File: config.mk
export PLATFORM = sky130hd
export DESIGN_NAME = scanline_display_address_generator_flat
export DESIGN_NICKNAME = d
export VERILOG_FILES = /design/src/sdag_pkg.sv /design/src/sdag_intf.sv /design/src/sdag_cfg_regs.sv /design/src/sdag_core.sv /design/src/scanline_display_address_generator.sv /design/src/flat_wrapper.sv
export SDC_FILE = /design/constraint.sdc
export NUM_CORES = 1
export LEC_CHECK = 0
export BUFFER_PORTS_ARGS = -buffer_cell sky130_fd_sc_hd__buf_2
export CELL_PAD_IN_SITES_DETAIL_PLACEMENT = 0
export CELL_PAD_IN_SITES_GLOBAL_PLACEMENT = 1
export CORE_MARGIN = 2
export CORE_UTILIZATION = 40
export DETAILED_ROUTE_END_ITERATION = 10
export GPL_TIMING_DRIVEN = 0
export PLACE_DENSITY_LB_ADDON = 0.1
export SLEW_MARGIN = 20
export SYNTH_ARGS = -nofsm -noshare
export SYNTH_HDL_FRONTEND = slang
export SYNTH_SLANG_ARGS = --single-unit
File: constraint.sdc
create_clock -name i_clk -period 5.9 [get_ports i_clk]
set_clock_uncertainty 0.2 [all_clocks]
set_input_delay 0.59 -clock i_clk [delete_from_list [all_inputs] [get_ports i_clk]]
set_output_delay 0.59 -clock i_clk [all_outputs]
set_load 0.02 [all_outputs]
File: src/sdag_pkg.sv
// ----------------------------------------------------------------------------
// sdag_pkg
// Shared types and constants for the scanline display address generator.
// ----------------------------------------------------------------------------
package sdag_pkg;

    localparam int LINE_W  = 16;
    localparam int ADDR_W  = 16;
    localparam int ROW_W   = 12;
    localparam int COL_W   = 14;
    localparam int CFG_IDX_W  = 3;
    localparam int CFG_DATA_W = 16;

    // display_control bit positions
    localparam int CTL_ENABLE_BIT   = 15;
    localparam int CTL_NOINVERT_BIT = 10;

    localparam logic [ADDR_W-1:0] ADDR_INVERT_MASK = 16'hFFFC;

    typedef logic [LINE_W-1:0] t_line;
    typedef logic [ADDR_W-1:0] t_addr;

    // Register map of the configuration port
    typedef enum logic [CFG_IDX_W-1:0] {
        CFG_DISPLAY_CONTROL = 3'd0,
        CFG_DISPLAY_START   = 3'd1,
        CFG_INTERRUPT_LINE  = 3'd2,
        CFG_TAP_OFFSET      = 3'd3,
        CFG_VBLANK_END      = 3'd4,
        CFG_VBLANK_START    = 3'd5,
        CFG_VERTICAL_TOTAL  = 3'd6
    } t_cfg_idx;

    typedef struct packed {
        logic [15:0]      display_control;
        logic [15:0]      display_start;
        logic [15:0]      interrupt_line;
        logic [COL_W-1:0] tap_offset;
        logic [15:0]      vblank_end;
        logic [15:0]      vblank_start;
        logic [15:0]      vertical_total;
    } t_cfg;

    typedef struct packed {
        t_line            next_line;
        logic             display_irq;
        logic             active;
        logic [ROW_W-1:0] row_addr;
        logic [COL_W-1:0] col_addr;
    } t_res;

endpackage

File: src/sdag_intf.sv
// ----------------------------------------------------------------------------
// sdag_intf
// Valid/ready channels: scanline requests, results and register writes.
// ----------------------------------------------------------------------------
interface sdag_line_if;
    import sdag_pkg::*;
    logic  valid;
    logic  ready;
    t_line line;

    modport source (output valid, output line, input ready);
    modport sink   (input valid, input line, output ready);
endinterface

interface sdag_res_if;
    import sdag_pkg::*;
    logic             valid;
    logic             ready;
    t_line            next_line;
    logic             display_irq;
    logic             active;
    logic [ROW_W-1:0] row_addr;
    logic [COL_W-1:0] col_addr;

    modport source (output valid, output next_line, output display_irq, output active,
                    output row_addr, output col_addr, input ready);
    modport sink   (input valid, input next_line, input display_irq, input active,
                    input row_addr, input col_addr, output ready);
endinterface

interface sdag_cfg_if;
    import sdag_pkg::*;
    logic                  valid;
    logic                  ready;
    logic [CFG_IDX_W-1:0]  index;
    logic [CFG_DATA_W-1:0] data;

    modport source (output valid, output index, output data, input ready);
    modport sink   (input valid, input index, input data, output ready);
endinterface

File: src/sdag_cfg_regs.sv
// ----------------------------------------------------------------------------
// sdag_cfg_regs
// Configuration register file; writes are registered and never stall.
// ----------------------------------------------------------------------------
module sdag_cfg_regs (
    input  logic          i_clk,
    input  logic          i_rst_n,
    sdag_cfg_if.sink      i_cfg_if,
    output sdag_pkg::t_cfg o_cfg
);
    import sdag_pkg::*;

    t_cfg r_cfg;
    t_cfg n_cfg;

    assign i_cfg_if.ready = 1'b1;
    assign o_cfg          = r_cfg;

    always_comb begin
        n_cfg = r_cfg;
        if (i_cfg_if.valid) begin
            case (t_cfg_idx'(i_cfg_if.index))
                CFG_DISPLAY_CONTROL: n_cfg.display_control = i_cfg_if.data;
                CFG_DISPLAY_START:   n_cfg.display_start   = i_cfg_if.data;
                CFG_INTERRUPT_LINE:  n_cfg.interrupt_line  = i_cfg_if.data;
                CFG_TAP_OFFSET:      n_cfg.tap_offset      = i_cfg_if.data[COL_W-1:0];
                CFG_VBLANK_END:      n_cfg.vblank_end      = i_cfg_if.data;
                CFG_VBLANK_START:    n_cfg.vblank_start    = i_cfg_if.data;
                CFG_VERTICAL_TOTAL:  n_cfg.vertical_total  = i_cfg_if.data;
                default:             n_cfg = r_cfg; // unmapped index: drop
            endcase
        end
    end

    always_ff @(posedge i_clk) begin
        if (!i_rst_n) begin
            r_cfg <= '0;
        end else begin
            r_cfg <= n_cfg;
        end
    end

    // Unmapped writes leave every register untouched
    a_unmapped_ignored: assert property (@(posedge i_clk) disable iff (!i_rst_n)
        i_cfg_if.valid && (i_cfg_if.index > CFG_VERTICAL_TOTAL) |=> $stable(r_cfg))
        else $error("write to unmapped index changed a register");

    a_tap_written: assert property (@(posedge i_clk) disable iff (!i_rst_n)
        i_cfg_if.valid && (i_cfg_if.index == CFG_TAP_OFFSET)
        |=> r_cfg.tap_offset == $past(i_cfg_if.data[COL_W-1:0]))
        else $error("tap offset write lost");

    a_vtotal_written: assert property (@(posedge i_clk) disable iff (!i_rst_n)
        i_cfg_if.valid && (i_cfg_if.index == CFG_VERTICAL_TOTAL)
        |=> r_cfg.vertical_total == $past(i_cfg_if.data))
        else $error("vertical total write lost");

endmodule

File: src/sdag_core.sv
// ----------------------------------------------------------------------------
// sdag_core
// Per-line logic: interrupt match, address reload, address outputs and step, next-line count.
// ----------------------------------------------------------------------------
module sdag_core (
    input  logic            i_clk,
    input  logic            i_rst_n,
    input  sdag_pkg::t_cfg  i_cfg,
    input  sdag_pkg::t_line i_line,
    input  logic            i_fire,
    output sdag_pkg::t_res  o_res
);
    import sdag_pkg::*;

    t_addr r_addr;
    t_addr n_addr;

    always_comb begin
        logic              reload;
        logic              act;
        t_addr             cur;
        t_addr             eff;
        t_addr             stepped;
        logic [LINE_W:0]   sum;

        reload = (i_line == i_cfg.vblank_start);
        act    = (i_line >= i_cfg.vblank_end) && (i_line < i_cfg.vblank_start);
        cur    = reload ? i_cfg.display_start : r_addr;
        eff    = i_cfg.display_control[CTL_NOINVERT_BIT] ? cur : (cur ^ ADDR_INVERT_MASK);

        // Count down the low bits, then drop the high bits by the increment
        if (cur[1:0] == 2'b00) begin
            stepped = {cur[15:2] - {6'd0, i_cfg.display_control[9:2]},
                       i_cfg.display_start[1:0]};
        end else begin
            stepped = {cur[15:2], cur[1:0] - 2'd1};
        end

        n_addr = act ? stepped : cur;

        sum = {1'b0, i_line} + {{LINE_W{1'b0}}, 1'b1};
        o_res.next_line   = (sum >= {1'b0, i_cfg.vertical_total}) ? '0 : sum[LINE_W-1:0];
        o_res.display_irq = i_cfg.display_control[CTL_ENABLE_BIT] &&
                            (i_line == i_cfg.interrupt_line);
        o_res.active      = act;
        o_res.row_addr    = act ? eff[15:4] : '0;
        o_res.col_addr    = act ? ({3'd0, eff[6:2], 6'd0} | i_cfg.tap_offset) : '0;
    end

    always_ff @(posedge i_clk) begin
        if (!i_rst_n) begin
            r_addr <= '0;
        end else if (i_fire) begin
            r_addr <= n_addr;
        end
    end

    a_addr_hold: assert property (@(posedge i_clk) disable iff (!i_rst_n)
        !i_fire |=> $stable(r_addr))
        else $error("display address moved without a line");

    a_reload: assert property (@(posedge i_clk) disable iff (!i_rst_n)
        i_fire && (i_line == i_cfg.vblank_start)
        |=> r_addr == $past(i_cfg.display_start))
        else $error("display address not reloaded at vblank start");

    a_low_count: assert property (@(posedge i_clk) disable iff (!i_rst_n)
        i_fire && o_res.active && (r_addr[1:0] != 2'b00)
        |=> r_addr == {$past(r_addr[15:2]), $past(r_addr[1:0]) - 2'd1})
        else $error("low address count did not step down");

endmodule

File: src/scanline_display_address_generator.sv
// ----------------------------------------------------------------------------
// scanline_display_address_generator
// Per-scanline display address generator: interrupt match, address reload,
// row/column address output and address step, next-line count.
// ----------------------------------------------------------------------------
//
//  Channel     Dir   Payload                                   Handshake
//  ---------   ---   ---------------------------------------   -----------
//  i_line_if   in    line                                      valid/ready
//  o_res_if    out   next_line, display_irq, active,           valid/ready
//                    row_addr, col_addr
//  i_cfg_if    in    index (register), data                    valid/ready
//
//  One line request per cycle sustained while o_res_if.ready stays high. A
//  request is worked out by the core from the input register; the result
//  register then takes the result and presents it on o_res_if.
//  The display address register is updated as each request passes the core.
//  A stalled result holds the result register; the input register still
//  takes one further request, after which i_line_if.ready drops.
//  Reset (synchronous, active low) clears both valid flags, the registers
//  of the configuration port and the address.
//  Register writes are always taken; the configuration port never stalls.
//
module scanline_display_address_generator (
    input  logic      i_clk,
    input  logic      i_rst_n,
    sdag_line_if.sink i_line_if,
    sdag_res_if.source o_res_if,
    sdag_cfg_if.sink  i_cfg_if
);
    import sdag_pkg::*;

    t_cfg  w_cfg;
    t_res  w_res;

    logic  r_in_valid;
    t_line r_line;
    logic  r_out_valid;
    t_res  r_out;

    logic  w_adv;   // input register moves into the result register
    logic  w_fire;  // a request is worked out this cycle

    sdag_cfg_regs u_cfg_regs (
        .i_clk    (i_clk),
        .i_rst_n  (i_rst_n),
        .i_cfg_if (i_cfg_if),
        .o_cfg    (w_cfg)
    );

    sdag_core u_core (
        .i_clk   (i_clk),
        .i_rst_n (i_rst_n),
        .i_cfg   (w_cfg),
        .i_line  (r_line),
        .i_fire  (w_fire),
        .o_res   (w_res)
    );

    // Result register free, or being emptied this cycle
    assign w_adv  = !r_out_valid || o_res_if.ready;
    assign w_fire = r_in_valid && w_adv;

    assign i_line_if.ready = !r_in_valid || w_adv;

    // Input register: valid flag under reset, payload without
    always_ff @(posedge i_clk) begin
        if (!i_rst_n) begin
            r_in_valid <= 1'b0;
        end else if (i_line_if.ready) begin
            r_in_valid <= i_line_if.valid;
        end
    end

    always_ff @(posedge i_clk) begin
        if (i_line_if.ready && i_line_if.valid) begin
            r_line <= i_line_if.line;
        end
    end

    // Result register: load on advance, hold while the sink stalls
    always_ff @(posedge i_clk) begin
        if (!i_rst_n) begin
            r_out_valid <= 1'b0;
        end else if (w_adv) begin
            r_out_valid <= r_in_valid;
        end
    end

    always_ff @(posedge i_clk) begin
        if (w_fire) begin
            r_out <= w_res;
        end
    end

    assign o_res_if.valid       = r_out_valid;
    assign o_res_if.next_line   = r_out.next_line;
    assign o_res_if.display_irq = r_out.display_irq;
    assign o_res_if.active      = r_out.active;
    assign o_res_if.row_addr    = r_out.row_addr;
    assign o_res_if.col_addr    = r_out.col_addr;

    a_out_from_in: assert property (@(posedge i_clk) disable iff (!i_rst_n)
        $rose(r_out_valid) |-> $past(r_in_valid))
        else $error("result appeared without a request");

    a_in_hold: assert property (@(posedge i_clk) disable iff (!i_rst_n)
        r_in_valid && !w_adv |=> r_in_valid && $stable(r_line))
        else $error("held request lost or changed");

    a_inactive_zero: assert property (@(posedge i_clk) disable iff (!i_rst_n)
        r_out_valid && !r_out.active |-> (r_out.row_addr == '0) && (r_out.col_addr == '0))
        else $error("addresses driven on an inactive line");

endmodule
File: src/flat_wrapper.sv
// flat-port wrapper written by rule: the top's interface ports become plain ports
module scanline_display_address_generator_flat import sdag_pkg::*;
  (i_clk, i_rst_n, i_line_if_valid, i_line_if_line, i_line_if_ready, o_res_if_valid, o_res_if_next_line, o_res_if_display_irq, o_res_if_active, o_res_if_row_addr, o_res_if_col_addr, o_res_if_ready, i_cfg_if_valid, i_cfg_if_index, i_cfg_if_data, i_cfg_if_ready);
  sdag_line_if i_line_if_i ();
  sdag_res_if o_res_if_i ();
  sdag_cfg_if i_cfg_if_i ();
  input  logic i_clk;
  input  logic i_rst_n;
  input wire logic [$bits(i_line_if_i.valid)-1:0] i_line_if_valid;
  input wire logic [$bits(i_line_if_i.line)-1:0] i_line_if_line;
  output wire logic [$bits(i_line_if_i.ready)-1:0] i_line_if_ready;
  output wire logic [$bits(o_res_if_i.valid)-1:0] o_res_if_valid;
  output wire logic [$bits(o_res_if_i.next_line)-1:0] o_res_if_next_line;
  output wire logic [$bits(o_res_if_i.display_irq)-1:0] o_res_if_display_irq;
  output wire logic [$bits(o_res_if_i.active)-1:0] o_res_if_active;
  output wire logic [$bits(o_res_if_i.row_addr)-1:0] o_res_if_row_addr;
  output wire logic [$bits(o_res_if_i.col_addr)-1:0] o_res_if_col_addr;
  input wire logic [$bits(o_res_if_i.ready)-1:0] o_res_if_ready;
  input wire logic [$bits(i_cfg_if_i.valid)-1:0] i_cfg_if_valid;
  input wire logic [$bits(i_cfg_if_i.index)-1:0] i_cfg_if_index;
  input wire logic [$bits(i_cfg_if_i.data)-1:0] i_cfg_if_data;
  output wire logic [$bits(i_cfg_if_i.ready)-1:0] i_cfg_if_ready;
  assign i_line_if_i.valid = i_line_if_valid;
  assign i_line_if_i.line = i_line_if_line;
  assign i_line_if_ready = i_line_if_i.ready;
  assign o_res_if_valid = o_res_if_i.valid;
  assign o_res_if_next_line = o_res_if_i.next_line;
  assign o_res_if_display_irq = o_res_if_i.display_irq;
  assign o_res_if_active = o_res_if_i.active;
  assign o_res_if_row_addr = o_res_if_i.row_addr;
  assign o_res_if_col_addr = o_res_if_i.col_addr;
  assign o_res_if_i.ready = o_res_if_ready;
  assign i_cfg_if_i.valid = i_cfg_if_valid;
  assign i_cfg_if_i.index = i_cfg_if_index;
  assign i_cfg_if_i.data = i_cfg_if_data;
  assign i_cfg_if_ready = i_cfg_if_i.ready;
  scanline_display_address_generator u_core (.i_clk(i_clk), .i_rst_n(i_rst_n), .i_line_if(i_line_if_i), .o_res_if(o_res_if_i), .i_cfg_if(i_cfg_if_i));
endmodule
* Word level (Yosys, flattened, before mapping) *
Cells that the tools add are included.

operators by class
  add/sub/neg operators = 3
  magnitude comparators = 3
  bitwise logic cells = 2
  reduce and logical (&&, ||, !) cells = 17
  equal/unequal tests = 8
  muxes and demuxes = 4

operator list
  operator                 count
  $mux W16                 4
  $eq A16 B16 Y1           2
  $add A16 B1 Y17 const B  1
  $ge A17 B16 Y1           1
  $ge A16 B16 Y1           1
  $lt A16 B16 Y1           1
  $not A14 Y14             1
  $or A11 B14 Y14          1
  $reduce_and A2 Y1        7
  $sub A14 B8 Y14          1
  $eq A3 B3 Y1 const B     3
  $eq A3 B2 Y1 const B     2
  $logic_and A1 B1 Y1      4
  $eq A3 B1 Y1 const B     1
  $logic_not A3 Y1         1
  $logic_not A1 Y1         2
  $logic_not A2 Y1         1
  $logic_or A1 B1 Y1       2
  $sub A2 B1 Y2 const B    1

word-level totals
  input bits = 40
  bits in registers = 188
  output and inout bits = 47
  logic and storage cells = 53

* Logic depth before layout (Yosys ltp) *
Gate-level depths: netlist (run 1).

  word-level depth = 5
  gate-level depth with buffers = 17

* By module *
A second synthesis (run 1) with hierarchy kept.

unflattened totals
  cell total of the unflattened synthesis = 957
  area, all modules = 9366.5 um2

by module, submodules not included
  module                              cells an instance  seq. area each (um2)  area an instance (um2)  instances
  sdag_cfg_regs                       382                2202.1                3988.8                  1
  sdag_core                           506                320.3                 3472.1                  1
  scanline_display_address_generator  69                 1841.8                1905.6                  1

* Worst setup path before layout (run 1) *
Ideal clock, no wire load.

  path kind = flip-flop to flip-flop
  start point = register u_core.r_line[2]
  end point = register u_core.u_core.r_addr[14]
  arrival = 3.975 ns
  buffers on the path = 2
  cell stages (with the launch flop) = 17
  slack = 1.656 ns
  period minus slack after synthesis = 4.244 ns
  cells stage by stage = edfxtp_1 ha_1 nand4_1 or4_1 clkbuf_1 buf_1 mux2i_1 ha_1 inv_1 fa_1 a21oi_1 o211ai_1 nor3_1 o21ai_2 nor4_1 mux2_2 a21oi_1

between the ends
  longest elaborated chain between the ends = 5
  elaborated cells on any way between the ends = 9
  classes of those cells = add/sub: 1; order compare: 2; eq/ne: 1; mux: 3; reduce/logical: 2

ends and longest elaborated chain
  item                                                        line                                      text
  start, declared                                             scanline_display_address_generator.sv:37  t_line r_line;
  start signal, assigned                                      scanline_display_address_generator.sv:77  r_line <= i_line_if.line;
  $eq A16 B16 Y1                                              sdag_core.sv:26                           reload = (i_line == i_cfg.vblank_start);
  $mux W16                                                    sdag_core.sv:28                           cur = reload ? i_cfg.display_start : r_addr;
  $sub A14 B8 Y14 / $logic_not A2 Y1 (equally long branches)  sdag_core.sv:33, sdag_core.sv:32
  $mux W16                                                    sdag_core.sv:32                           if (cur[1:0] == 2'b00) begin
  $mux W16 (*)                                                sdag_core.sv:39                           n_addr = act ? stepped : cur;
  end signal, assigned                                        sdag_core.sv:54                           r_addr <= n_addr;
  end, declared                                               sdag_core.sv:15                           t_addr r_addr;

Every way passes the cells marked *; elsewhere a longest branch is shown, timed or not.
A chain may end at the register's enable or synchronous reset.

* Final worst setup path (run 1) *
  start point = register u_core.r_line[0]
  end point = register u_core.u_core.r_addr[14]

Same word-level chain as after synthesis.

==> metrics.csv, run 1 <==
metric;value;unit
run status;finished clean;
Distinct cells, synth;61;
clock latency on the worst-skew pair;0.44;ns
Critical Path RT;6.07;ns
clock share of power;0.396;
leakage power;4.016;nW
Avg Inst Size Synth;8.953;um^2
I/O Buffers;82;
Yosys top cell area share;0.2618;
routed vias/inst;5.029;
Net Switching;0.8641;mW
Main synth FF type;dfxtp_1;
fin cells;1469;
clk sink count;182;
clk root buf;clkbuf_16;
Post-synth ARST share;0;
RSZ-0062 raised after global routing;no;
Post-Synthesis Cell Area;0.009329;mm^2
max_slew headroom;0.2802;
setup repair bufs after CTS;0;
I/O pins;87;
pwr/cell area;272.5;mW/mm^2
CP Cell Sequence;inv_1, ha_1, nand4_1, or4_1, clkbuf_1, buf_1, mux2i_1, ha_1, inv_1, fa_1, a21oi_1, o211ai_1, nor3_1, o21ai_2, nor4_1, mux2_2, a21oi_1;
critical path's largest stage delay;0.57;ns
row count;55;
sequential area share after synthesis;0.4549;
Initial Utilization;0.4096;
Die Width;156.7;um
drt total wl;26510;um
biggest area consumer among synthesized cells;dfxtp_1;
Pre-antenna DRT Iters;5;
vias in the first global route;7091;
Placed Cells;1437;
startpoint types;flip-flop;
Setup crit end kind;flip-flop;
n_diodes;0;
EDFF count, synth;60;
Least-Margin Pin Slew;1.071;ns
clock slew at the register clock pins of the worst setup and hold paths;0.08;ns
initial antenna violation count;0;
GRT overflow;0;
CTS Hold Buffers Added;0;
internal power;2.064;mW
CP endpoint;u_core.u_core.r_addr[14]$_SDFFE_PN0P_;
die area;0.02456;mm^2
Yosys warnings;0;
gr usage total;0.2226;
CP startpoint;u_core.r_line[0]$_DFFE_PP_;
Gate power share;0.131;
#FFs+latches synth;182;
drt drc;0;
register share of total power;0.473;
H-tree lvl count;4;
CP arrival;5.50;ns
maximum vdd drop;0.1673;mV
post-DP HPWL;19260;um
kind of critical path;reg -> reg;
worst reg-to-reg setup slack;0.57;ns
Routed WL per cell;18.04;um
worst hold path type;in -> reg;
Hold Slack;0.1217;ns
first-pass GRT wire length;40790;um
GP Congestion;0.8330;
highest clock rate;187.7;MHz
final hold vios;0;
Final Max Slew Viols;0;
most common cell after layout, fill and taps aside;nand2_1;
Synth area leaders;dfxtp_1 26%, edfxtp_1 19%, nand2_1 10%, a21boi_0 8.7%, ha_1 7.6%;
RR Startpoint;u_core.r_line[0]$_DFFE_PP_;
Sw Share;0.2951;
crit-path max FO;10;
setup_tns;0;ns
max-cap violation count;0;
TritonCTS clock tree;done;
initial DRC count;392;
share of layout cells above drive strength 1;0.1125;
CTS buffer count;17;
R2R Path End;u_core.u_core.r_addr[14]$_SDFFE_PN0P_;
pin count of the biggest net entering global routing;54;
Gate Count Post-Synth;1042;
Nets;1241;
Synth Net Count;1140;
min Tclk post-route;5.329;ns
die height;156.7;um
Final Cycle Share;0.9032;
core area;0.02278;mm^2
total number of vias;7388;
antenna viol nets, final;0;
Syn-to-layout area delta;15.18;%
most frequent cells in the layout;260 x nand2_1, 122 x dfxtp_1, 108 x a21boi_0;
Reg2Reg Depth;17;
Worst path slowest cell;or4_1;
CTS Buffer Depth;2;
CTS resizes;0;
Final Setup Violations;0;
==> power by group through the flow <==
stage	clock network, mW	logic (mW)	registers (mW)
detailed placement	0	0.381	1.42
finish	1.16	0.383	1.39
floorplan	0	0.232	1.42
global placement	0	0.377	1.42
global route	1.23	0.427	1.39
CTS	1.18	0.382	1.39
==> worst min-delay path by stage <==
stage          depth (start not counted)                                        to                                     start
2_1_floorplan                          2  u_core.u_cfg_regs.o_cfg[48]$_SDFFE_PN0P_  u_core.u_cfg_regs.o_cfg[48]$_SDFFE_PN0P_
3_3_place_gp                           2  u_core.u_cfg_regs.o_cfg[24]$_SDFFE_PN0P_  u_core.u_cfg_regs.o_cfg[24]$_SDFFE_PN0P_
3_5_place_dp                           2  u_core.u_cfg_regs.o_cfg[98]$_SDFFE_PN0P_  u_core.u_cfg_regs.o_cfg[98]$_SDFFE_PN0P_
4_1_cts                                1               u_core.r_line[10]$_DFFE_PP_                        i_line_if_line[10]
5_1_grt                                1                u_core.r_line[5]$_DFFE_PP_                         i_line_if_line[5]
6_report                               1               u_core.r_line[10]$_DFFE_PP_                        i_line_if_line[10]
==> registers in the layout, indices dropped and copies added (netlist names) <==
signal	count
u_core.o_res_if.active	1
u_core.o_res_if.col_addr	14
u_core.o_res_if.display_irq	1
u_core.o_res_if.next_line	16
u_core.o_res_if.row_addr	12
u_core.o_res_if.valid	1
u_core.r_in_valid	1
u_core.r_line	16
u_core.u_cfg_regs.o_cfg	104
u_core.u_core.r_addr	16
==> layout make-up <==
cell class                      count  area [um^2]
Buffer                             46        181.4
Clock inverter                     15        176.4
Sequential cell                   182         4244
Timing Repair Buffer               82        410.4
Inverter                           65        244.0
Tap cell                          313        391.6
Clock buffer                       17        425.4
Fill cell                        2310        12030
Multi-Input combinational cell    749         4672
==> Yosys cell counts, drive strengths merged (9+ instances only) <==
cell type  instances
dfxtp            122
nor2b              9
ha                57
inv               65
and3              18
o21ai             29
a21oi             28
clkbuf            39
nand3             19
and2              11
xnor2             34
a21boi           109
nand4             18
edfxtp            60
nor2              41
mux2i             13
xor2              16
nor4              10
nand2            260
==> worst max-delay path, delay by kind of cell, from the launching register on <==
kind | cells | cell delay [ns]
buffers and inverters | 4 | 0.75
muxes | 2 | 0.79
adders and majority gates | 3 | 0.96
and+or+nand+nor | 4 | 1.37
DFF | 1 | 0.54
AOI/OAI and AO/OA | 4 | 0.65
==> cell families after synthesis <==
family	count (synthesis)	synth area share
other	1	0.0004020
AOI/OAI and AO/OA	210	0.1577
buffers and inverters	111	0.04520
adders and majority gates	58	0.07859
muxes	15	0.01636
DFF	182	0.4549
and+or+nand+nor	415	0.1998
xor gates and xnor gates	50	0.04694
==> stage by stage <==
step | setup slack [ns] | total power [mW] | area (um^2) | util
4_1_cts | 0.6333 | 2.952 | 10740 | 0.4714
3_5_place_dp | 0.6530 | 1.796 | 10130 | 0.4449
5_1_grt | 0.1711 | 3.053 | 10750 | 0.4717
2_1_floorplan | 1.656 | 1.656 | 9329 | -
3_3_place_gp | 0.6497 | 1.793 | 10130 | 0.4448
6_report | 0.5710 | 2.928 | 10750 | 0.4717
==> per-layer routing <==
metal,up-vias,GRT usage,wire (um)
met1,3467,0.3305,13950
met5,-,0,0
met3,22,0.02963,797
met2,135,0.3396,11440
li1,3764,-,-
met4,0,0.05723,325
Power figures use the tool's default switching activity.
==> inputs of run 2 (changes only) <==
CTS_BUF_LIST = sky130_fd_sc_hd__clkbuf_2 sky130_fd_sc_hd__clkbuf_4 sky130_fd_sc_hd__clkbuf_8   (was default)
==> run 2 against run 1 <==
Utilization down 0.84 points. Global-route usage about the same. Design area down 1.8%. Clock-buffer cell count unchanged. Via count up 0.57%. First-iteration DRC count up 17%. Clock power down 25%. Sequential share of layout area up 0.72 points. Maximum frequency up 0.17%. Non-clock buffer count unchanged. Largest cell class unchanged.
==> metrics.csv, run 2 (synthesized netlist as in run 1, its figures left out) <==
metric;value;unit;change
die area;0.02456;mm^2;unchanged
setup_tns;0;ns;unchanged
RR Startpoint;u_core.r_line[0]$_DFFE_PP_;;
fin cells;1469;;unchanged
Hold Path Stages;1;;unchanged
leakage power;3.928;nW;-2.2%
critical path's largest stage delay;0.57;ns;about the same
max_slew headroom;0.2708;;-0.009371
row count;55;;unchanged
Placement Setup Slack;0.6530;ns;unchanged
clock share of power;0.331;;-0.065
Final Cycle Share;0.9017;;-0.001567
Critical Path RT;6.12;ns;+0.05 ns
run status;finished clean;;
placed cell areas;0.01013;mm^2;unchanged
initial antenna violation count;0;;unchanged
max-cap violation count;0;;unchanged
die height;156.7;um;unchanged
Pre-antenna DRT Iters;5;;unchanged
min Tclk post-route;5.320;ns;-0.009243 ns
first-pass GRT wire length;40770;um;about the same
fin util;0.4633;;-0.008405
antenna viol nets, final;0;;unchanged
core area;0.02278;mm^2;unchanged
I/O pins;87;;unchanged
I/O Buffers;82;;unchanged
final hold vios;0;;unchanged
TritonCTS clock tree;done;;
Gate power share;0.145;;+0.014
pin count of the biggest net entering global routing;54;;unchanged
clk sink count;182;;unchanged
startpoint types;flip-flop;;
gr usage total;0.2225;;about the same
share of layout cells above drive strength 1;0.1125;;unchanged
final worst setup slack;0.5803;ns;+0.009243 ns
R2R Path End;u_core.u_core.r_addr[14]$_SDFFE_PN0P_;;
Syn-to-layout area delta;13.13;%;
Hold Path End;u_core.r_line[10]$_DFFE_PP_;;
Initial Utilization;0.4096;;unchanged
setup repair bufs after CTS;0;;unchanged
Reg2Reg Depth;17;;unchanged
Hold Slack;0.07563;ns;-0.04602 ns
worst hold path type;in -> reg;;
worst reg-to-reg setup slack;0.58;ns;about the same
Tot Pwr;2.643;mW;-9.7%
Final Cell Area;0.01055;mm^2;-1.8%
routed vias/inst;5.058;;+0.57%
Nets;1241;;unchanged
register share of total power;0.525;;+0.052
CTS resizes;0;;unchanged
GP Congestion;0.8330;;unchanged
clock latency on the worst-skew pair;0.49;ns;+0.05 ns
Final Setup Violations;0;;unchanged
kind of critical path;reg -> reg;;
RSZ-0062 raised after global routing;no;;
vias in the first global route;7052;;-0.55%
clock slew at the register clock pins of the worst setup and hold paths;0.12;ns;+0.04 ns
CTS buffer count;17;;unchanged
highest clock rate;188.0;MHz;+0.17%
max FFs per register;104;;unchanged
most frequent cells in the layout;260 x nand2_1, 122 x dfxtp_1, 108 x a21boi_0;;
Sw Share;0.3134;;+0.01831
Die Width;156.7;um;unchanged
CP Cell Sequence;inv_1, ha_1, nand4_1, or4_1, clkbuf_1, buf_1, mux2i_1, ha_1, inv_1, fa_1, a21oi_1, o211ai_1, nor3_1, o21ai_2, nor4_1, mux2_2, a21oi_1;;
Worst path slowest cell;or4_1;;
CP arrival;5.54;ns;+0.04 ns
post-DP HPWL;19260;um;unchanged
CTS Hold Buffers Added;0;;unchanged
most common cell after layout, fill and taps aside;nand2_1;;
maximum vdd drop;0.1267;mV;-24%
initial DRC count;459;;+17%
Placed Cells;1437;;unchanged
crit-path max FO;10;;unchanged
Routed WL per cell;17.93;um;-0.65%
hold wc startpoint;i_line_if_line[10];;
n_diodes;0;;unchanged
H-tree lvl count;4;;unchanged
CTS Buffer Depth;2;;unchanged
drt drc;0;;unchanged
Final Max Slew Viols;0;;unchanged
pwr/cell area;250.4;mW/mm^2;-8.1%
Net Switching;0.8284;mW;-4.1%
drt total wl;26340;um;-0.65%
Least-Margin Pin Slew;1.085;ns;+0.01395 ns
Setup crit end kind;flip-flop;;
internal power;1.815;mW;-12%
GRT overflow;0;;unchanged
total number of vias;7430;;+0.57%
clk root buf;clkbuf_8;;
run 2: changes by cell type in the layout (fill, tap and decap cells not counted):
cell       change
clkbuf_16     -17
clkbuf_8      +17
run 2: worst max-delay path, delay by kind of cell (launching register included):
family                   cells  cell delay [ns]
flip-flops                   1             0.54
multiplexers                 2             0.79
adder cells (fa/ha/maj)      3             0.96
AND/OR/NAND/NOR              4             1.36
AO/OA/AOI/OAI                4             0.65
buffers and inverters        4             0.77
run 2: area by class of cell:
type,instances,area [um^2]
tap,313,391.6
fill,2323,12220
multi-input combinational,749,4672
buffer,46,181.4
clock buffer,17,234.0
sequential,182,4244
timing repair buffer,82,410.4
inverter,65,244.0
clock inverter,15,176.4
run 2: layer usage:
layer / track usage / wire (um)
met5: 0 / 0
met4: 0.05286 / 321
met3: 0.03129 / 1090
met1: 0.3318 / 13570
met2: 0.3388 / 11350
run 2: worst max-delay path by stage:
| stage | endpoint | start | depth (start not counted) |
|---|---|---|---|
| 6_report | u_core.u_core.r_addr[14]$_SDFFE_PN0P_ | u_core.r_line[0]$_DFFE_PP_ | 17 |
| 2_1_floorplan | u_core.u_core.r_addr[14]$_SDFFE_PN0P_ | u_core.r_line[2]$_DFFE_PP_ | 16 |
| 3_5_place_dp | u_core.u_core.r_addr[15]$_SDFFE_PN0P_ | u_core.r_line[0]$_DFFE_PP_ | 16 |
| 3_3_place_gp | u_core.u_core.r_addr[15]$_SDFFE_PN0P_ | u_core.r_line[0]$_DFFE_PP_ | 16 |
| 4_1_cts | u_core.u_core.r_addr[14]$_SDFFE_PN0P_ | u_core.r_line[0]$_DFFE_PP_ | 17 |
| 5_1_grt | u_core.u_core.r_addr[14]$_SDFFE_PN0P_ | u_core.r_line[0]$_DFFE_PP_ | 17 |
run 2: power groups by stage:
| stage | Sequential, mW | Combinational, mW | Clock, mW |
|---|---|---|---|
| final | 1.39 | 0.383 | 0.874 |
| after global routing | 1.39 | 0.427 | 0.951 |
| after CTS | 1.39 | 0.383 | 0.899 |
| after detailed placement | 1.42 | 0.381 | 0 |
| after global placement | 1.42 | 0.377 | 0 |
| after floorplan | 1.42 | 0.232 | 0 |
==> inputs of run 3 (changes only) <==
CELL_PAD_IN_SITES_DETAIL_PLACEMENT = default   (was 0)
CELL_PAD_IN_SITES_GLOBAL_PLACEMENT = default   (was 1)
CORE_ASPECT_RATIO = 1.5   (was default)
PLACE_DENSITY_LB_ADDON = default   (was 0.1)
==> run 3 against run 2 <==
Combinational power down 3%. Setup slack worse by 0.058 ns. Global-route usage down 0.70 points. Die area up 0.10%. Critical path depth unchanged. Design area down 0.77%. Largest cell class unchanged. Largest power group unchanged.
==> metrics.csv, run 3 (synthesized netlist as in run 1, its figures left out) <==
metric;value;unit;change
n_diodes;0;;unchanged
Critical Path RT;6.11;ns;about the same
gr usage total;0.2155;;-0.007035
clock slew at the register clock pins of the worst setup and hold paths;0.09;ns;-0.03 ns
Final Setup Violations;0;;unchanged
highest clock rate;186.0;MHz;-1.1%
total number of vias;7503;;+0.98%
Placed Cells;1404;;-2.3%
max-cap violation count;0;;unchanged
clk root buf;clkbuf_8;;
die height;191.0;um;+22%
Pre-antenna DRT Iters;5;;unchanged
CTS Buffer Depth;2;;unchanged
Die Width;128.7;um;-18%
max FFs per register;104;;unchanged
die area;0.02458;mm^2;+0.10%
clk sink count;182;;unchanged
crit-path leading delay family;simple AND/OR/NAND/NOR gates;;
clock latency on the worst-skew pair;0.49;ns;about the same
Final Cycle Share;0.9114;;+0.009789
share of layout cells above drive strength 1;0.1133;;+0.0008651
Hold Slack;0.07552;ns;-0.0001154 ns
leakage power;3.918;nW;-0.26%
max_slew headroom;0.3136;;+0.04284
Least-Margin Pin Slew;1.004;ns;-0.08186 ns
vias in the first global route;7203;;+2.1%
Nets;1241;;unchanged
row count;68;;+24%
most common cell after layout, fill and taps aside;nand2_1;;
worst hold path type;in -> reg;;
crit-path max FO;10;;unchanged
kind of critical path;reg -> reg;;
TritonCTS clock tree;done;;
CP arrival;5.59;ns;+0.05 ns
Tot Pwr;2.579;mW;-2.4%
H-tree lvl count;4;;unchanged
post-DP HPWL;19020;um;-1.3%
RSZ-0062 raised after global routing;no;;
I/O pins;87;;unchanged
critical path's largest stage delay;0.60;ns;+0.03 ns
Initial Utilization;0.4061;;-0.003458
Setup crit end kind;flip-flop;;
initial DRC count;417;;-9.2%
setup_tns;0;ns;unchanged
run status;finished clean;;
min Tclk post-route;5.378;ns;+0.05775 ns
initial antenna violation count;0;;unchanged
most frequent cells in the layout;260 x nand2_1, 122 x dfxtp_1, 108 x a21boi_0;;
CP Cell Sequence;inv_1, ha_1, nand4_1, or4_1, clkbuf_1, buf_1, mux2i_1, ha_1, inv_1, fa_1, a21oi_1, o211ai_1, nor3_1, o21ai_2, nor4_1, mux2_2, a21oi_1;;
drt drc;0;;unchanged
Routed WL per cell;17.80;um;-0.69%
GP Congestion;0.8774;;+5.3%
fin util;0.4559;;-0.007452
core area;0.02297;mm^2;+0.85%
CTS Hold Buffers Added;0;;unchanged
antenna viol nets, final;0;;unchanged
Syn-to-layout area delta;12.26;%;
Final Max Slew Viols;0;;unchanged
I/O Buffers;82;;unchanged
drt total wl;25570;um;-2.9%
final hold vios;0;;unchanged
startpoint types;flip-flop;;
Worst path slowest cell;edfxtp_1;;
CTS buffer count;17;;unchanged
pwr/cell area;246.3;mW/mm^2;-1.7%
CTS resizes;0;;unchanged
first-pass GRT wire length;39870;um;-2.2%
maximum vdd drop;0.1127;mV;-11%
number of buffers and inverters on the critical path;4;;unchanged
routed vias/inst;5.225;;+3.3%
GRT overflow;0;;unchanged
fin cells;1436;;-2.2%
setup repair bufs after CTS;0;;unchanged
pin count of the biggest net entering global routing;54;;unchanged
run 3: per-stage QoR:
stage,area (um^2),setup slack [ns]
global placement,10090,0.4935
CTS,10460,0.4236
global route,10470,0.1719
floorplan,9329,1.656
detailed placement,10090,0.4654
finish,10470,0.5225
run 3: layer usage:
metal,global-route usage,wire (um),vias to the layer above
met5,0,0,-
met4,0.09824,1025,0
met3,0.03470,818,53
met2,0.3919,13430,167
met1,0.2442,10290,3522
li1,-,-,3761
run 3: final cells by class:
cell class / instances / area (um^2)
clock buffers: 20 / 262.8
well taps: 280 / 350.3
clock inverters: 12 / 102.6
plain buffers: 46 / 181.4
flip-flops and latches: 182 / 4244
repair buffers: 82 / 410.4
multi-input cells: 749 / 4677
inverters: 65 / 244.0
fillers: 2291 / 12500
run 3: where the power goes:
group	internal (mW)	total (mW)	leakage, nW	switching [mW]
clock network	0.354	0.819	0.195	0.465
registers	1.35	1.39	1.56	0.0435
logic	0.143	0.372	2.16	0.229
run 3: final timing paths:
kind         slack [ns]                                  endpoint                                startpoint  cells past startpoint
max                0.52     u_core.u_core.r_addr[14]$_SDFFE_PN0P_                u_core.r_line[0]$_DFFE_PP_                     17
min                0.08                u_core.r_line[0]$_DFFE_PP_                         i_line_if_line[0]                      1
max reg2reg        0.52     u_core.u_core.r_addr[14]$_SDFFE_PN0P_                u_core.r_line[0]$_DFFE_PP_                     17
min reg2reg        0.26  u_core.u_cfg_regs.o_cfg[60]$_SDFFE_PN0P_  u_core.u_cfg_regs.o_cfg[60]$_SDFFE_PN0P_                      2
